<file path="config.mk">
export PLATFORM = sky130hd
export DESIGN_NAME = trf_queue
export DESIGN_NICKNAME = d
export VERILOG_FILES = /design/src/rtl/assert_macros.svh /design/src/rtl/trf_pkg.sv /design/src/rtl/trf_queue.sv
export SDC_FILE = /design/constraint.sdc
export NUM_CORES = 1
export LEC_CHECK = 0
export ABC_AREA = 1
export BUFFER_PORTS_ARGS = -buffer_cell sky130_fd_sc_hd__buf_4
export CORE_MARGIN = 2
export CORE_UTILIZATION = 50
export DETAILED_ROUTE_END_ITERATION = 8
export HOLD_SLACK_MARGIN = 0.15
export PLACE_DENSITY = 0.7
export SYNTH_ARGS = -nofsm -noshare
export SYNTH_HDL_FRONTEND = slang
export SYNTH_SLANG_ARGS = --single-unit
</file>
<file path="constraint.sdc">
create_clock -name i_clk -period 9.6 [get_ports i_clk]
set_input_delay 1.92 -clock i_clk [delete_from_list [all_inputs] [get_ports i_clk]]
set_output_delay 1.92 -clock i_clk [all_outputs]
set_load 0.02 [all_outputs]
</file>
<file path="src/rtl/assert_macros.svh">
// Assertion helpers used by the face normal back end (trf_back).
// The enclosing module must provide i_clk and i_rst_n.
`ifndef ASSERT_MACROS_SVH
`define ASSERT_MACROS_SVH

`define TRF_ASSERT_IMPL(label, ante, cons) \
    label: assert property (@(posedge i_clk) disable iff (!i_rst_n) (ante) |-> (cons)) \
        else $error("%m: implication check failed");

`define TRF_ASSERT_NEXT(label, ante, cons) \
    label: assert property (@(posedge i_clk) disable iff (!i_rst_n) (ante) |=> (cons)) \
        else $error("%m: next-cycle check failed");

`endif

</file>
<file path="src/rtl/trf_pkg.sv">
package trf_pkg;

    localparam int CoordW    = 24;
    localparam int DiffW     = 25;
    localparam int ProdW     = 50;
    localparam int CrossW    = 51;
    localparam int MagW      = 50;
    localparam int NormMagW  = 30;
    localparam int MaxShift  = MagW - NormMagW;
    localparam int ShiftW    = 5;
    localparam int SqW       = 60;
    localparam int SumW      = 62;
    localparam int RootSteps = 31;
    localparam int RootW     = 31;
    localparam int DivSteps  = 16;
    localparam int QuotW     = 16;
    localparam int RemW      = 48;
    localparam int DenW      = 32;
    localparam int OutW      = 16;
    localparam int FracShift = 15;

    localparam int FrontStages = 3;
    localparam int QueueDepth  = 8;
    localparam int QueueAw     = 3;

    localparam logic [QuotW-1:0] UnitQ14 = 16'd16384;

    typedef struct packed {
        logic signed [CrossW-1:0] cx;
        logic signed [CrossW-1:0] cy;
        logic signed [CrossW-1:0] cz;
        logic                     degenerate;
        logic                     mesh_end;
    } t_cross;

    typedef struct packed {
        logic [2:0] neg;
        logic       degenerate;
        logic       mesh_end;
    } t_tag;

endpackage

</file>
<file path="src/rtl/trf_queue.sv">
module trf_queue import trf_pkg::*; (
    input  logic   i_clk,
    input  logic   i_rst_n,
    input  logic   i_push,
    input  t_cross i_item,
    output logic   o_valid,
    output t_cross o_item,
    output logic   o_busy
);

    t_cross r_mem [QueueDepth];
    t_cross r_out_item;
    logic   r_out_valid;
    logic [QueueAw-1:0] r_wr, r_rd;
    logic [QueueAw:0]   r_count;
    logic pop;

    assign pop     = (r_count != '0);
    assign o_valid = r_out_valid;
    assign o_item  = r_out_item;
    // Leave room for every request still travelling through the front stages.
    assign o_busy  = (r_count > (QueueAw+1)'(QueueDepth - FrontStages - 1));

    always_ff @(posedge i_clk) begin
        if (i_push) begin
            r_mem[r_wr] <= i_item;
        end
        if (pop) begin
            r_out_item <= r_mem[r_rd];
        end
    end

    always_ff @(posedge i_clk) begin
        if (!i_rst_n) begin
            r_wr        <= '0;
            r_rd        <= '0;
            r_count     <= '0;
            r_out_valid <= 1'b0;
        end else begin
            r_out_valid <= pop;
            if (i_push) begin
                r_wr <= r_wr + 1'b1;
            end
            if (pop) begin
                r_rd <= r_rd + 1'b1;
            end
            case ({i_push, pop})
                2'b10:   r_count <= r_count + 1'b1;
                2'b01:   r_count <= r_count - 1'b1;
                default: r_count <= r_count;
            endcase
        end
    end

endmodule

</file>
==> summary.txt, run 1 <==
Synthesis
  – Cell type with the largest total area after synthesis: edfxtp_1
  – Share of the synthesized area in the top cell type: about four fifths
  – Synth Cell Area: 0.0536 mm²
  – Syn Inst Count: between 4k and 5k
  – Area contributors post-synth: edfxtp_1, nor2_1, o21ai_0
  – Syn_area_per_cell: ~13 µm²
  – Synth Register Bits: between 1k and 1.5k
  – Yosys cell types: 21
  – Ys Warns: 0
  – Syn Nets: between 4k and 5k
  – Post-synthesis sequential area ratio: around four fifths

GRT
  – Initial antenna violation count: 12
  – Largest net degree at the start of global routing: between 200 and 250
  – First-pass GRT wire length: about 180 mm
  – GR Overflow Total: 0
  – Vias in the first global route: ~31k
  – Gr usage total: 21.4%

Layout
  – Multi-input logic area: a little over 0.01 mm²
  – Final cell count without fillers: about 5.8k
  – Final Net Count: between 4k and 5k
  – Register area: 0.0421 mm²
  – Fill cells: 8288
  – Share of layout cells above drive strength 1: 12.8%
  – P&R area growth vs syn: 14.9%

Route
  – Routed wire per std cell: slightly above 20 µm
  – Router iterations before antenna repair: 5
  – Residual DRC count: 0
  – Routed wire length: ~120 mm
  – Vias: 31.8k
  – Vias per inst: approximately 5.5
  – ANT nets after route: 0
  – DRT iter0 DRCs: 2966

Setup path
  – Delay of the slowest critical-path stage: 1.00 ns
  – CP Launch Type: flip-flop
  – Crit Path Class: reg2reg
  – Delay-heaviest family, CP: buffers and inverters
  – CP arrival: roughly 5.0 ns
  – Worst Setup End Kind: flip-flop
  – CP Buf/Inv Count: 3
  – Crit-path cells: inv_8 -> buf_12 -> buf_4 -> o21ai_0 -> o21ai_0 -> nand2_1 -> nand2_1
  – Worst path required time: 10.18 ns
  – Slowest stage cell, crit path: buf_4
  – Worst-path maximum fanout: approximately 230

CTS
  – Clock root buffer: clkbuf_16
  – CTS tree: yes
  – H-tree depth: 4
  – Clock slew at the register clock pins of the worst setup and hold paths: around 0.06 ns
  – Later-pin clock latency in the skew report: ~0.74 ns
  – Cts bufs inserted: between 100 and 150
  – Clk buf depth: 3
  – Hold buffer count at cts: 0
  – Post-CTS sizing: 0
  – Postcts setup bufs: 0
  – CTS Sinks: roughly 1.4k

Timing
  – Slew headroom: about 14%
  – Least-Margin Pin Slew: approximately 1.3 ns
  – Tmin final: 4.41 ns
  – Fin crit share: between 40% and 50%
  – Max Fclk: 227 MHz
  – Unrepaired setup endpoints after global routing: no
  – Setup Skew: 0.0299 ns
  – Final Max Slew Viols: 0
  – Final setup viols: 0
  – Hold Violations, Final: 0
  – Sum of negative setup slack: 0 ns

Floorplan
  – Core ar.: around 0.11 mm²
  – Die Area: around 0.11 mm²
  – Die Wd: ~330 µm
  – Die height: 331 µm
  – Row count: 120
  – Initial core utilization: about half
  – IO Pins: between 300 and 400

Placement
  – Port bufs: around 310
  – HPWL Detailed: slightly above 60 mm
  – Gpl congestion: ~0.75
  – Post-Place Cells: around 5.6k

Flow run
  – Max-Cap Viols: 0

Power and ir drop
  – Power Total: approximately 18 mW
  – PwrDens: between 200 and 300 mW/mm²
  – Peak supply drop: roughly 230 µV
  – Leak Pwr: around 21 nW

Hold path
  – Hold crit path type: reg2reg

Run status
  – Run status: finished clean
## registers in the layout, indices dropped and copies added (netlist names)
| name | flops |
|---|---|
| o_item | 155 |
| r_mem | 1240 |
| r_wr | 3 |
| r_count | 4 |
| o_valid | 1 |
| r_rd | 3 |
## per-layer routing
metal	wire, µm	vias up	share of wire [%]	track usage, %
li1	-	14900	-	-
met1	47500	15700	40	27.1
met2	61700	951	52	37.6
met3	6990	197	5.9	3.72
met4	2620	14	2.2	6.76
met5	88	-	0.074	0
## layout make-up
class                   instances  area share, %
well taps                    1403           2.85
repair buffers                351           4.42
flip-flops and latches       1406           68.4
diodes                          6         0.0244
multi-input cells            2386           16.7
clock buffers                 180           6.31
clock inverters                79           1.25
inverters                      15          0.112
## where the power goes
part	total [mW]	switching (mW)	leakage, nW	internal, mW
clock	5.47	2.27	2.27	3.20
combinational	4.60	3.18	6.11	1.42
sequential	7.81	0.302	12.9	7.51
## cells in the final DEF (no fill, tap or decap), types with 5 or more instances in the layout
cell type	n
nand2_1	483
diode_2	6
dfxtp_1	8
buf_12	7
clkinv_2	21
bufinv_16	12
clkbuf_16	151
o21ai_0	537
clkinv_8	5
nor2_4	8
clkbuf_1	29
inv_1	13
a21oi_1	8
clkinv_1	32
buf_4	344
edfxtp_1	1395
nor2_1	937
o21ai_1	401
## kinds of logic (layout without fill, tap and decap cells)
family | count (synthesis) | count (layout) | share of synthesized area [%]
XOR/XNOR | 2 | 2 | 0.0327
buffers and inverters | 256 | 625 | 2.43
flip-flops | 1406 | 1406 | 78.5
other | 0 | 6 | 0
adder cells (fa/ha/maj) | 5 | 5 | 0.131
AO/OA/AOI/OAI | 946 | 946 | 8.83
AND/OR/NAND/NOR | 1433 | 1433 | 10.0
## worst register-to-register path: stages (launching register included)
cell and delay, ns:
dfxtp_4 0.56, inv_8 0.82, buf_12 0.74, buf_4 1.42, o21ai_0 0.35, o21ai_0 0.12, nand2_1 0.06, nand2_1 0.17
## Yosys cell counts (all sizes together)
library cell and n:
clkbuf 120, nor2 945, dfxtp 11, ha 4, o21ai 938, edfxtp 1395, buf 121, inv 15
xor2 2, nand3 4, or2 1, fa 1, a21oi 8, nand2 483
## path summary, 6_finish.rpt
kind                              start           to  slack (ns)  cells past startpoint
worst max-delay path            r_rd[0]  o_item[154]        5.19                      7
worst min-delay path            r_wr[0]      r_wr[0]        0.50                      2
worst max register to register  r_rd[0]  o_item[154]        5.19                      7
worst min register to register  r_wr[0]      r_wr[0]        0.50                      2
## through the flow
| stage | util (%) | worst slack (ns) | cell area (µm²) | hold slack [ns] |
|---|---|---|---|---|
| 2_1_floorplan | - | 0.181 | 53600 | 0.470 |
| 3_3_place_gp | 53.3 | 4.55 | 56900 | 0.497 |
| 3_5_place_dp | 53.3 | 4.50 | 56900 | 0.493 |
| 4_1_cts | 57.7 | 5.28 | 61600 | 0.500 |
| 5_1_grt | 57.7 | 4.93 | 61600 | 0.522 |
| 6_report | 57.7 | 5.19 | 61600 | 0.501 |
No activity file was read; power rests on OpenSTA's default activity.
==> run 2: changes to the inputs <==
Settings changed: PLACE_DENSITY 0.7 to 0.68.
Clock period 9.6 ns to 4.3 ns, I/O delays scaled along.
==> summary.txt, run 2 (synthesized netlist as in run 1, its figures left out) <==
Setup path
  – Reg-to-reg slack, setup: 1.61 ns
  – CP Launch Type: flip-flop
  – Worst path required time: ~4.9 ns
  – Worst Setup End Kind: flip-flop
  – Worst-path maximum fanout: 44
  – CP arrival: 3.32 ns
  – Crit Path Class: reg2reg

Route
  – Router iterations before antenna repair: 5
  – DRT iter0 DRCs: between 3k and 4k
  – Vias per inst: about 5.4
  – Vias: about 32k
  – Residual DRC count: 0
  – ANT nets after route: 0
  – Routed wire length: approximately 120 mm
  – Routed wire per std cell: 20.2 µm

CTS
  – Clock slew at the register clock pins of the worst setup and hold paths: ~0.060 ns
  – Clock root buffer: clkbuf_16
  – Post-CTS sizing: 0
  – Hold buffer count at cts: 0
  – Later-pin clock latency in the skew report: 0.75 ns
  – CTS Sinks: ~1.4k
  – H-tree depth: 4
  – Clk buf depth: 3
  – Postcts setup bufs: 0
  – Cts bufs inserted: 143
  – CTS tree: yes

Layout
  – Multi-input logic area: about 0.010 mm²
  – P&R area growth vs syn: 15.6%
  – Register area: about 0.042 mm²
  – Most frequent cells in the layout: edfxtp_1, nor2_1, o21ai_0
  – Share of layout cells above drive strength 1: about an eighth
  – Post-layout instance area: between 0.06 and 0.07 mm²
  – Final Net Count: roughly 4.5k
  – Top reg by flops: r_mem
  – Post-layout util: approximately three fifths
  – Max FFs per register: 1240
  – Commonest non-fill, non-tap cell in the layout: edfxtp_1
  – Fill cells: about 8.3k

Timing
  – Least-Margin Pin Slew: ~1.3 ns
  – Final Max Slew Viols: 0
  – Setup Skew: 0.0242 ns
  – Slew headroom: 10.3%
  – Fin crit share: between 60% and 70%
  – Max Fclk: between 300 and 400 MHz
  – Minimum hold slack: about 0.34 ns
  – Final setup viols: 0
  – Tmin final: 2.69 ns
  – Hold Violations, Final: 0
  – Sum of negative setup slack: 0 ns
  – Unrepaired setup endpoints after global routing: no
  – PnR worst setup slack: 1.61 ns

Placement
  – Worst slack, placed: approximately 1.4 ns
  – HPWL Detailed: 59.8 mm
  – Gpl congestion: 0.767
  – Dpl cell area: ~0.057 mm²
  – Port bufs: 314

Hold path
  – Hold crit path type: in2reg

Floorplan
  – Die height: ~330 µm
  – Die Area: 0.110 mm²
  – Initial core utilization: between 50 and 60%
  – Row count: 120
  – IO Pins: between 300 and 400
  – Die Wd: between 300 and 400 µm
  – Core ar.: 0.107 mm²

GRT
  – GR Overflow Total: 0
  – Initial antenna violation count: 14
  – Largest net degree at the start of global routing: ~230
  – Gr usage total: between 20% and 30%
  – Vias in the first global route: between 30k and 40k
  – First-pass GRT wire length: roughly 180 mm

Power and ir drop
  – Leak Pwr: ~21 nW
  – PwrDens: approximately 640 mW/mm²
  – Peak supply drop: roughly 910 µV

Flow run
  – Max-Cap Viols: 0

Run status
  – Run status: finished clean
[run 2: cell count changes in the layout (fill, tap and decap cells not counted), sizes merged]
cell / before / now
diode: 6 / 7
buf: 351 / 373
inv: 18 / 23
bufinv: 12 / 10
clkinv: 60 / 45
clkbuf: 180 / 187
[run 2: cell type report]
| class | count | area share [%] |
|---|---|---|
| Timing Repair Buffer | 373 | 5.14 |
| Antenna cell | 7 | 0.0283 |
| Clock buffer | 187 | 6.26 |
| Inverter | 15 | 0.111 |
| Tap cell | 1403 | 2.83 |
| Clock inverter | 67 | 1.07 |
| Multi-Input combinational cell | 2386 | 16.6 |
| Sequential cell | 1406 | 68.0 |
[run 2: layer usage]
layer | wire length, µm | vias up | part of all wire (%) | GRT usage (%)
li1 | - | 15000 | - | -
met1 | 51600 | 15600 | 44 | 30.2
met2 | 56100 | 1001 | 48 | 33.2
met3 | 7590 | 183 | 6.4 | 4.13
met4 | 2580 | 14 | 2.2 | 7.25
met5 | 83 | - | 0.070 | 0
[run 2: critical path, cell delays in order, from the launching register on]
cell and delay, ns:
dfxtp_1 0.35, nor2_1 0.25, nand3_4 0.62, ha_1 0.58, fa_1 0.41, xor2_1 0.17
o21ai_0 0.14, inv_1 0.05
[run 2: final timing paths]
kind,start,end,cells after the start
setup reg to reg,r_count[1],r_count[2],7
setup / recovery,r_count[1],r_count[2],7
hold / removal,i_item[126],r_mem[3][126],1
hold reg to reg,r_wr[0],r_wr[0],2
[run 2: through the flow]
step | instances | power [mW]
6_report | 5844 | 39.8
5_1_grt | 5844 | 41.9
4_1_cts | 5837 | 40.2
3_5_place_dp | 5583 | 28.1
3_3_place_gp | 5583 | 28.0
2_1_floorplan | 4048 | 24.7
[run 2: power by group]
| part | internal (mW) | switching, mW | total [mW] |
|---|---|---|---|
| combinational | 3.29 | 7.11 | 10.4 |
| sequential | 16.8 | 0.650 | 17.4 |
| clock | 6.99 | 5.03 | 12.0 |
| total | 27.0 | 12.8 | 39.8 |
